$ cat src/mrpf_pkg.sv
// Shared types, constants and codes for the MQTT receive packet framer.
package mrpf_pkg;

	// Store size and header limits
	localparam int STORE_BYTES       = 512;
	localparam int MAX_LENGTH_GROUPS = 4;

	// Widths
	localparam int CNT_W   = $clog2(STORE_BYTES);
	localparam int GRP_W   = 3;
	localparam int ACC_W   = 28;
	localparam int TLEN_W  = 16;
	localparam int LEN_W   = 9;

	localparam logic [CNT_W-1:0] STORE_LAST = CNT_W'(STORE_BYTES - 1);
	localparam logic [GRP_W-1:0] GROUP_MAX  = GRP_W'(MAX_LENGTH_GROUPS);

	// Packet type nibbles
	localparam logic [3:0] PKT_RESERVED_LO = 4'h0;
	localparam logic [3:0] PKT_RESERVED_HI = 4'hF;
	localparam logic [3:0] PKT_PUBLISH     = 4'h3;

	// QoS codes
	localparam logic [1:0] QOS_0       = 2'd0;
	localparam logic [1:0] QOS_1       = 2'd1;
	localparam logic [1:0] QOS_2       = 2'd2;
	localparam logic [1:0] QOS_INVALID = 2'd3;

	// Byte roles
	localparam logic [2:0] ROLE_DISCARD = 3'd0;
	localparam logic [2:0] ROLE_HEADER  = 3'd1;
	localparam logic [2:0] ROLE_LENID   = 3'd2;
	localparam logic [2:0] ROLE_TOPIC   = 3'd3;
	localparam logic [2:0] ROLE_PAYLOAD = 3'd4;
	localparam logic [2:0] ROLE_OTHER   = 3'd5;

	// Packet status
	localparam logic [2:0] ST_BUSY      = 3'd0;
	localparam logic [2:0] ST_SKIP      = 3'd1;
	localparam logic [2:0] ST_PUB       = 3'd2;
	localparam logic [2:0] ST_OTHER     = 3'd3;
	localparam logic [2:0] ST_MALFORMED = 3'd4;
	localparam logic [2:0] ST_HDR_ERR   = 3'd5;
	localparam logic [2:0] ST_FULL      = 3'd6;

	typedef struct packed {
		logic [7:0] rx_byte;
		logic       resync;
	} in_item_t;

	typedef struct packed {
		logic [7:0]       data_byte;
		logic [2:0]       byte_role;
		logic [2:0]       status;
		logic             aborted_previous;
		logic [LEN_W-1:0] topic_bytes;
		logic [LEN_W-1:0] payload_bytes;
		logic [1:0]       qos_level;
		logic             packet_last;
	} out_item_t;

	// Framer state carried between bytes
	typedef struct packed {
		logic [CNT_W-1:0]  byte_count;
		logic [7:0]        first_byte;
		logic [GRP_W-1:0]  length_groups_seen;
		logic [ACC_W-1:0]  remaining_accum;
		logic              header_known;
		logic [CNT_W-1:0]  expected_total;
		logic [TLEN_W-1:0] topic_len_reg;
	} framer_state_t;

endpackage

$ cat src/mrpf_step.sv
// Per-byte framing logic: next framer state and the result for one byte.
module mrpf_step (
	input  mrpf_pkg::framer_state_t cur,
	input  mrpf_pkg::in_item_t      item,
	output mrpf_pkg::framer_state_t nxt,
	output mrpf_pkg::out_item_t     res
);

	mrpf_pkg::framer_state_t s;
	logic [7:0]                    b;
	logic [mrpf_pkg::CNT_W-1:0]    cnt;
	logic [mrpf_pkg::CNT_W-1:0]    room;
	logic [mrpf_pkg::CNT_W-1:0]    pos;
	logic [mrpf_pkg::CNT_W-1:0]    body;
	logic [mrpf_pkg::CNT_W-1:0]    rest;
	logic [mrpf_pkg::ACC_W-1:0]    acc;
	logic [4:0]                    shamt;
	logic [mrpf_pkg::TLEN_W:0]     tl_x;
	logic [mrpf_pkg::TLEN_W:0]     pos_x;
	logic [mrpf_pkg::TLEN_W:0]     body_x;
	logic [1:0]                    qos;
	logic                          done;
	logic [2:0]                    status;

	// Resync clears any partial packet before this byte is handled
	always_comb begin
		s = item.resync ? '0 : cur;
	end

	always_comb begin
		b      = item.rx_byte;
		nxt    = s;
		res    = '0;
		res.data_byte        = b;
		res.aborted_previous = item.resync && (cur.byte_count != '0);
		status = mrpf_pkg::ST_BUSY;
		done   = 1'b0;
		cnt    = s.byte_count + 1'b1;
		room   = '0;
		acc    = s.remaining_accum;
		shamt  = '0;
		pos    = '0;
		pos_x  = '0;
		body   = '0;
		body_x = '0;
		rest   = '0;
		tl_x   = '0;
		qos    = s.first_byte[2:1];

		if (s.byte_count == '0 && (b[7:4] == mrpf_pkg::PKT_RESERVED_LO ||
				b[7:4] == mrpf_pkg::PKT_RESERVED_HI)) begin
			// Idle byte with a reserved type is skipped
			res.status = mrpf_pkg::ST_SKIP;
		end else if (s.byte_count >= mrpf_pkg::STORE_LAST) begin
			// No room left: drop the packet
			nxt             = '0;
			res.status      = mrpf_pkg::ST_FULL;
			res.packet_last = 1'b1;
		end else begin
			nxt.byte_count = cnt;
			if (cnt == mrpf_pkg::CNT_W'(1)) begin
				nxt.first_byte = b;
				res.byte_role  = mrpf_pkg::ROLE_HEADER;
			end else if (!s.header_known) begin
				// Remaining-length bytes, least significant group first
				res.byte_role = mrpf_pkg::ROLE_HEADER;
				if (s.length_groups_seen >= mrpf_pkg::GROUP_MAX) begin
					status = mrpf_pkg::ST_HDR_ERR;
				end else begin
					shamt = 5'(s.length_groups_seen[1:0]) * 5'd7;
					acc   = s.remaining_accum +
						(mrpf_pkg::ACC_W'(b[6:0]) << shamt);
					nxt.remaining_accum    = acc;
					nxt.length_groups_seen = s.length_groups_seen + 1'b1;
					if (!b[7]) begin
						room = (mrpf_pkg::STORE_LAST > cnt) ?
							mrpf_pkg::STORE_LAST - cnt : '0;
						if (acc > mrpf_pkg::ACC_W'(room)) begin
							status = mrpf_pkg::ST_HDR_ERR;
						end else begin
							nxt.expected_total = cnt + acc[mrpf_pkg::CNT_W-1:0];
							nxt.header_known   = 1'b1;
							done               = (acc == '0);
						end
					end else if (nxt.length_groups_seen >= mrpf_pkg::GROUP_MAX) begin
						status = mrpf_pkg::ST_HDR_ERR;
					end
				end
			end else begin
				// Body bytes
				if (s.first_byte[7:4] == mrpf_pkg::PKT_PUBLISH) begin
					pos   = cnt - mrpf_pkg::CNT_W'(2) -
						mrpf_pkg::CNT_W'(s.length_groups_seen);
					pos_x = (mrpf_pkg::TLEN_W+1)'(pos);
					tl_x  = (mrpf_pkg::TLEN_W+1)'(s.topic_len_reg);
					if (pos == '0) begin
						nxt.topic_len_reg = {b, 8'h00};
						res.byte_role     = mrpf_pkg::ROLE_LENID;
					end else if (pos == mrpf_pkg::CNT_W'(1)) begin
						nxt.topic_len_reg = {s.topic_len_reg[15:8], b};
						res.byte_role     = mrpf_pkg::ROLE_LENID;
					end else if (pos_x < tl_x + 17'd2) begin
						res.byte_role = mrpf_pkg::ROLE_TOPIC;
					end else if ((qos == mrpf_pkg::QOS_1 || qos == mrpf_pkg::QOS_2) &&
							pos_x < tl_x + 17'd4) begin
						res.byte_role = mrpf_pkg::ROLE_LENID;
					end else begin
						res.byte_role = mrpf_pkg::ROLE_PAYLOAD;
					end
				end else begin
					res.byte_role = mrpf_pkg::ROLE_OTHER;
				end
				done = (cnt >= s.expected_total);
			end

			// Final status of a completed packet
			if (done) begin
				if (nxt.first_byte[7:4] != mrpf_pkg::PKT_PUBLISH) begin
					status = mrpf_pkg::ST_OTHER;
				end else begin
					body   = nxt.remaining_accum[mrpf_pkg::CNT_W-1:0];
					body_x = (mrpf_pkg::TLEN_W+1)'(body);
					tl_x   = (mrpf_pkg::TLEN_W+1)'(nxt.topic_len_reg);
					if (body < mrpf_pkg::CNT_W'(2) || tl_x + 17'd2 > body_x ||
							qos == mrpf_pkg::QOS_INVALID) begin
						status = mrpf_pkg::ST_MALFORMED;
					end else begin
						rest = body - mrpf_pkg::CNT_W'(2) -
							nxt.topic_len_reg[mrpf_pkg::CNT_W-1:0];
						if (qos != mrpf_pkg::QOS_0 && rest < mrpf_pkg::CNT_W'(2)) begin
							status = mrpf_pkg::ST_MALFORMED;
						end else begin
							if (qos != mrpf_pkg::QOS_0)
								rest = rest - mrpf_pkg::CNT_W'(2);
							status            = mrpf_pkg::ST_PUB;
							res.topic_bytes   =
								mrpf_pkg::LEN_W'(nxt.topic_len_reg[mrpf_pkg::CNT_W-1:0]);
							res.payload_bytes = mrpf_pkg::LEN_W'(rest);
							res.qos_level     = qos;
						end
					end
				end
			end

			res.status = status;
			if (status != mrpf_pkg::ST_BUSY) begin
				res.packet_last = 1'b1;
				nxt             = '0;
			end
		end
	end

endmodule

$ cat src/mqtt_rx_packet_framer.sv
// Top level of the MQTT receive packet framer: handshake, state and result registers.
//
//  channel  | valid         | ready         | payload
//  input    | item_valid    | item_ready    | item   (rx_byte, resync)
//  output   | result_valid  | result_ready  | result (byte echo, role, status, lengths)
//
// One byte per cycle while results are taken; a byte enters the input register when
// accepted and moves into the result register once that register is empty or being read.
// Framing state is updated in the same cycle the byte moves into the result register.
// arst_n clears the framing state and both valid flags.
// A stalled result holds the input register; the input side still accepts while the
// input register is empty or its byte moves on to the result register.
module mqtt_rx_packet_framer (
	input  logic                clk,
	input  logic                arst_n,
	input  logic                item_valid,
	output logic                item_ready,
	input  mrpf_pkg::in_item_t  item,
	output logic                result_valid,
	input  logic                result_ready,
	output mrpf_pkg::out_item_t result
);

	logic                    valid_s1;
	mrpf_pkg::in_item_t      item_s1;
	mrpf_pkg::framer_state_t state_q;
	mrpf_pkg::framer_state_t state_nxt;
	mrpf_pkg::out_item_t     res_nxt;
	mrpf_pkg::out_item_t     result_q;
	logic                    result_valid_q;
	logic                    advance;

	// Handshake
	assign advance    = valid_s1 && (!result_valid_q || result_ready);
	assign item_ready = !valid_s1 || advance;

	// Input register
	always_ff @(posedge clk or negedge arst_n) begin
		if (!arst_n) begin
			valid_s1 <= 1'b0;
		end else if (item_ready) begin
			valid_s1 <= item_valid;
		end
	end

	always_ff @(posedge clk) begin
		if (item_ready && item_valid)
			item_s1 <= item;
	end

	// Per-byte framing logic
	mrpf_step u_step (
		.cur  (state_q),
		.item (item_s1),
		.nxt  (state_nxt),
		.res  (res_nxt)
	);

	// Framing state
	always_ff @(posedge clk or negedge arst_n) begin
		if (!arst_n) begin
			state_q <= '0;
		end else if (advance) begin
			state_q <= state_nxt;
		end
	end

	// Result register
	always_ff @(posedge clk or negedge arst_n) begin
		if (!arst_n) begin
			result_valid_q <= 1'b0;
		end else if (advance) begin
			result_valid_q <= 1'b1;
		end else if (result_ready) begin
			result_valid_q <= 1'b0;
		end
	end

	always_ff @(posedge clk) begin
		if (advance)
			result_q <= res_nxt;
	end

	assign result_valid = result_valid_q;
	assign result       = result_q;

	// Checks
	a_total_ahead: assert property (@(posedge clk) disable iff (!arst_n)
		state_q.header_known |-> state_q.expected_total > state_q.byte_count)
		else $error("expected total not ahead of byte count");

	a_groups_seen: assert property (@(posedge clk) disable iff (!arst_n)
		state_q.header_known |-> state_q.length_groups_seen != '0)
		else $error("header known without length groups");

	a_skip_form: assert property (@(posedge clk) disable iff (!arst_n)
		(result_valid_q && result_q.status == mrpf_pkg::ST_SKIP) |->
		(result_q.byte_role == mrpf_pkg::ROLE_DISCARD && !result_q.packet_last))
		else $error("skipped byte with role or end mark");

	a_last_status: assert property (@(posedge clk) disable iff (!arst_n)
		(result_valid_q && result_q.packet_last) |->
		(result_q.status != mrpf_pkg::ST_BUSY && result_q.status != mrpf_pkg::ST_SKIP))
		else $error("packet end without final status");

	a_end_idles: assert property (@(posedge clk) disable iff (!arst_n)
		(advance && res_nxt.packet_last) |=> state_q.byte_count == '0)
		else $error("framer not idle after packet end");

endmodule

$ cat config.mk
export PLATFORM = sky130hd
export DESIGN_NAME = mqtt_rx_packet_framer
export DESIGN_NICKNAME = d
export VERILOG_FILES = /design/src/mrpf_pkg.sv /design/src/mrpf_step.sv /design/src/mqtt_rx_packet_framer.sv
export SDC_FILE = /design/constraint.sdc
export NUM_CORES = 1
export LEC_CHECK = 0
export BUFFER_PORTS_ARGS = -buffer_cell sky130_fd_sc_hd__buf_2
export CAP_MARGIN = 5
export CORE_MARGIN = 2
export CORE_UTILIZATION = 55
export CTS_BUF_LIST = sky130_fd_sc_hd__clkbuf_8
export DETAILED_ROUTE_END_ITERATION = 16
export PLACE_DENSITY = 0.81
export SLEW_MARGIN = 20
export SYNTH_ARGS = -nofsm -noshare
export SYNTH_HDL_FRONTEND = slang
export SYNTH_SLANG_ARGS = --single-unit
$ cat constraint.sdc
create_clock -name clk -period 7.3 [get_ports clk]
set_input_delay 0.365 -clock clk [delete_from_list [all_inputs] [get_ports clk]]
set_output_delay 0.365 -clock clk [all_outputs]
set_load 0.02 [all_outputs]
# Yosys cells after proc, flatten, opt, wreduce, memory -nomap -nowiden
# Index checks and enable logic that the tools add are counted.
# word_totals
register_bits	121
input_bits	13
output_inout_bits	38
wordCells	135
# op_classes
add_sub_neg	13
n_mul	1
order_cmp	11
eq_ne	8
shift	1
muxes	51
n_bitwise	3
reduce_logical	26
# op_table
op	count
$mux 74	4
$mux 57	3
$mux 41	2
$mux 3	18
$mux 16	3
$add 16x2->17 const B	2
$lt 9x17->1	2
$mux 8	4
$add 28x28->28	1
$gt 28x9->1	1
$logic_not 28->1	1
$shl 7x5->28	1
$sub 9x2->9 const B	3
$mux 10	2
$eq 9x1->1 const B	2
$logic_not 9->1	2
$lt 9x2->1 const B	2
$mux 9	2
$add 16x3->17 const B	1
$gt 17x9->1	1
$mux 1	13
$add 9x1->9 const B	1
$add 9x9->9	1
$ge 9x9->1	1
other kinds (25)	41

# Depth between registers and ports, before layout
# depth
word_depth	26
depth_mapped	35
depth_no_buf	31

# By module
# Synthesis repeated with hierarchy kept, for this count alone.
# hier_totals
cells_unflattened	1347
area_unflattened_um2	11922.7
# modules_own_cells
mod	n_inst	cells_each	area_each_um2	seq_area_each_um2
mrpf_step	1	1137	7472.2	0.0
mqtt_rx_packet_framer	1	210	4450.5	3253.1

# Least setup slack after synthesis
# No wires, ideal clock.
# synth_path
path_type	register to register
from	register item_s1[0] (netlist name)
to	register result_q (netlist bit result[24]) (data pin)
setup_time_ns	0.152
arrival_time_ns	7.579
t_required_ns	7.148
setup_slack_ns	-0.431
stages_incl_launch_ff	33
n_path_buf	5
synth_period_minus_slack_ns	7.731
path_cell_list	edfxtp_1 clkbuf_1 clkbuf_1 clkbuf_1 clkbuf_1 nor2_1 inv_1 ha_1 inv_1 ha_1 fa_1 or4_1 or4_4 nor3_4 clkbuf_1 nor3b_1 a31oi_1 inv_1 ha_1 inv_1 ha_1 inv_1 fa_1 inv_1 a21oi_1 o21bai_1 xor2_1 or2_2 or3_1 or2_2 o221a_1 or3_1 a31oi_1
# synth_via
elab_chain_len	22
word_cells_on_any_way	67
cone_classes	9 x add/sub; 1 x mul; 9 x order compare; 5 x eq/ne; 1 x shift; 34 x mux; 8 x reduce/logical
# synth_lines
element	line_no	rtl
from (decl)	mqtt_rx_packet_framer.sv:25	mrpf_pkg::in_item_t item_s1;
from (signal assigned)	mqtt_rx_packet_framer.sv:48	item_s1 <= item;
$mux 74 (*)	mrpf_step.sv:27	s = item.resync ? '0 : cur;
parallel branches: the longest is 21 deep, another holds $add 28x28->28	-	
to (signal assigned)	mqtt_rx_packet_framer.sv:81	result_q <= res_nxt;
to (decl)	mqtt_rx_packet_framer.sv:29	mrpf_pkg::out_item_t result_q;
# Every way passes the cells marked *. The select of a mux whose other input is x is not followed.
# A chain may end at the register's enable or synchronous reset.

# Worst setup path after layout
# layout_path
from	register item_s1[0] (netlist name)
to	register state_q[17] (netlist name)
# layout_via
elab_chain_len	25
word_cells_on_any_way	73
cone_classes	10 x add/sub; 1 x mul; 9 x order compare; 5 x eq/ne; 1 x shift; 38 x mux; 9 x reduce/logical
# layout_lines
element	line_no	rtl
$mux 74 (*)	mrpf_step.sv:27	
parallel branches: the longest is 23 deep, another holds $add 28x28->28	-	
$mux 74 (*)	mrpf_step.sv:50	if (s.byte_count == '0 && (b[7:4] == mrpf_pkg::PKT_RESERVED_LO ||
to (signal assigned)	mqtt_rx_packet_framer.sv:64	state_q <= state_nxt;
to (decl)	mqtt_rx_packet_framer.sv:26	mrpf_pkg::framer_state_t state_q;
# Marks and branches as above.

==> metrics.md <==
| Metric | Value |
|---|---|
| Outcome | complete, no violations |
| Register area share after synthesis | 30.9% |
| R2r setup slk | 0.23 ns |
| PD cells | 279 nW/um^2 |
| CP max stage delay | 1.06 ns |
| Max Transition Viols Final | 0 |
| Post-synthesis simple-gate area fraction | 22.2% |
| Hold Path Stages | 1 |
| Startpoint of the worst register-to-register path | item_s1[0] |
| Initial core utilization | 55.8% |
| Post-synth EDFFs | 45 |
| Fmax | 141 MHz |
| Largest area contributor in the synthesized netlist | dfrtp_1 |
| Post-synthesis compound-gate area fraction | 20.5% |
| CP max-delay cell | o31ai_1 |
| Synth cell types | 79 |
| Area growth, synth to finish | 9.51% |
| Antenna-violating nets left | 0 |
| Clk Latency, worst-skew pair | 0.47 ns |
| CP Cell Sequence | buf_4 -> nor2b_1 -> buf_4 -> nor2_1 -> and2_1 -> ha_1 -> fa_1 -> a21o_1 -> a221o_1 -> a21o_1 -> a21oi_1 -> xnor2_1 -> ha_1 -> o21ai_0 -> a31oi_1 -> nor4_1 -> nand4b_1 -> nor2_1 -> a311o_1 -> nand3_1 -> o31ai_1 -> a22o_1 |
| Tcrit/Tclk final | 96.8% |
| Initial antenna violation count | 1 |
| Final setup violation count | 0 |
| Adder-Cell Fraction of Synth Area | 13.6% |
| Fraction of synthesized cell area in xor and xnor cells | 6.32% |
| Tightest Pin Transition | 0.995 ns |
| WL per Instance | 20.4 um |
| Nets | 1377 |
| Share of cells above drive strength 1 | 11.5% |
| RR Endpoint | state_q[17] |
| Worst Path Required | 7.70 ns |
| Clock transition at path regs | 0.09 ns |
| Global-route wire length before repair | 47900 um |
| Relative slew slack | 33.1% |
| Worst-path maximum fanout | 13 |
| Syn_area_per_cell | 8.64 um^2 |
| Vias/cell | 6.43 |
| Yosys warnings | 0 |
| Max_cap viols | 0 |
| Floorplan row count | 50 |
| Total power | 3.17 mW |
| Clock sinks | 119 |
| HP Class | primary input to flip-flop |
| Inserted Clock Buffers | 17 |
| # DRC | 0 |
| Setup crit end kind | flip-flop |
| Critical setup path kind | flip-flop to flip-flop |
| Routed via count | 9656 |
| Clock Skew | 0.0146 ns |
| GRT Total Usage | 30.8% |
| CTS tree | built |
| I/O pin cnt | 51 |
| Deepest clock path buffer count | 2 |
| Largest family of logic cells by synthesized area | simple AND/OR/NAND/NOR gates |
| Synth Cell Area | 10400 um^2 |
| DR pass1 iterations | 6 |
| Top cells by area in the synthesized netlist | dfrtp_1 18%, edfxtp_1 13%, ha_1 13%, nor2_1 4.1%, nand2_1 4.0% |
| Mux cell area share after synthesis | 2.33% |
| Worst hold margin | 0.0625 ns |
| First-iteration detailed-routing DRC count | 1131 |
| Asr flop ratio synth | 62.2% |
| Crit path arrival time | 7.47 ns |
| Placer Congestion | 0.989 |
| Most used DFF post-synth | dfrtp_1 |
| Commonest non-fill, non-tap cell in the layout | nor2_1 |
| Leak | 5.19 nW |
| Largest net degree at the start of global routing | 75 |
| CTS Root Cell | clkbuf_8 |
| HP Start | item[5] |
| TNS Setup | 0 ns |
| Core ar. | 18600 um^2 |
| Final Hold Fails | 0 |
| Max H-tree Level | 4 |
| GRT overflow | 0 |
| Chip Height | 141 um |
| Vias in the first global route | 8905 |
| Hold EP | item_s1[5] |
| Flops & latches, synth | 119 |
| Hpwl dp | 22100 um |
| Most frequent cells in the layout | 112 x nor2_1, 111 x nand2_1, 106 x ha_1, 77 x a21oi_1, 73 x dfrtp_1 |
| Setup Slack @ Placement | 0.201 ns |
| Maximum VDD drop | 0.211 mV |
| Crit path time final | 7.07 ns |
| IO Port Bufs | 50 |
| N_diodes | 0 |
| Synth top area share | 17.8% |
| Routed WL | 30700 um |
| Post-route worst setup slack | 0.230 ns |
| Mapped Nets | 1324 |
| Die area | 20000 um^2 |
| Worst r2r path cells | 22 |
| Critical path startpoint category | flip-flop |
| Mapped Cells | 1201 |
| Die Width | 141 um |
## worst max-delay path by stage
stage,cells past startpoint,startpoint,endpoint
floorplan,32,item_s1[0],result[24]
global placement,31,state_q[65],result[8]
detailed placement,31,state_q[65],result[16]
CTS,31,state_q[65],result[16]
global route,22,item_s1[0],state_q[21]
finish,22,item_s1[0],state_q[17]
## where the power goes
part | leakage (nW) | switching (mW) | internal (mW)
clock network | 0.184 | 0.339 | 0.249
logic | 3.56 | 1.04 | 0.684
registers | 1.45 | 0.0705 | 0.787
## critical path, delay by kind of cell, from the launching register on
family	cells	cell delay [ns]
buffers and inverters	2	0.42
DFF	1	0.50
AOI/OAI and AO/OA	9	2.95
and+or+nand+nor	7	1.81
adders and majority gates	3	0.98
xor gates and xnor gates	1	0.34
## logic make-up after synthesis
group / count (synthesis)
xor+xnor: 74
fa+ha+maj: 110
compound gates: 314
flops: 119
buf+inv: 112
mux: 23
simple gates: 449
## cells in the mapped netlist (9+ instances only)
library cell / count
a211oi_1: 11
a21o_1: 37
a21oi_1: 78
a22o_1: 13
a22oi_1: 14
a31oi_1: 11
a32o_1: 12
and2_1: 28
and3_1: 13
clkbuf_1: 35
dfrtp_1: 74
edfxtp_1: 45
ha_1: 106
inv_1: 60
mux2i_1: 17
nand2_1: 111
nand3_1: 29
nand4_1: 12
nor2_1: 114
nor2b_1: 57
nor3_1: 14
nor4_1: 14
o21a_1: 15
o21ai_0: 55
or3_1: 9
xnor2_1: 43
xor2_1: 30
## cell type report
class | count | area [um^2]
multi-input combinational | 970 | 6750
clock buffer | 17 | 234
sequential | 119 | 3200
timing repair buffer | 85 | 522
tap | 234 | 293
inverter | 61 | 230
clock inverter | 15 | 134
fill | 1591 | 7220
## per-layer routing
metal  global-route usage [%]  share of wire, %
met1                     42.7                41
met2                     47.2                44
met3                     7.66                12
met4                     10.1               3.0
met5                        0             0.042
## stage by stage
| stage | utilization, % | cells | cell area, um^2 |
|---|---|---|---|
| floorplan | - | 1201 | 10400 |
| global placement | 58.8 | 1462 | 10900 |
| detailed placement | 58.8 | 1462 | 10900 |
| CTS | 60.8 | 1494 | 11300 |
| global route | 61.2 | 1501 | 11400 |
| finish | 61.2 | 1501 | 11400 |
## registers in the layout, indices dropped and copies added, names as in the netlist
name,cells
result,36
valid_s1,1
item_s1,9
state_q,72
result_valid,1
## timing repair
item                                   in CTS  in global routing
endpoints found under the hold margin       0                 11
setup endpoints to repair                   0                 28
gates resized for setup                     0                  3
buffers inserted                            0                  6
hold buffers                                0                  1
No activity file was read; power rests on OpenSTA's default activity.
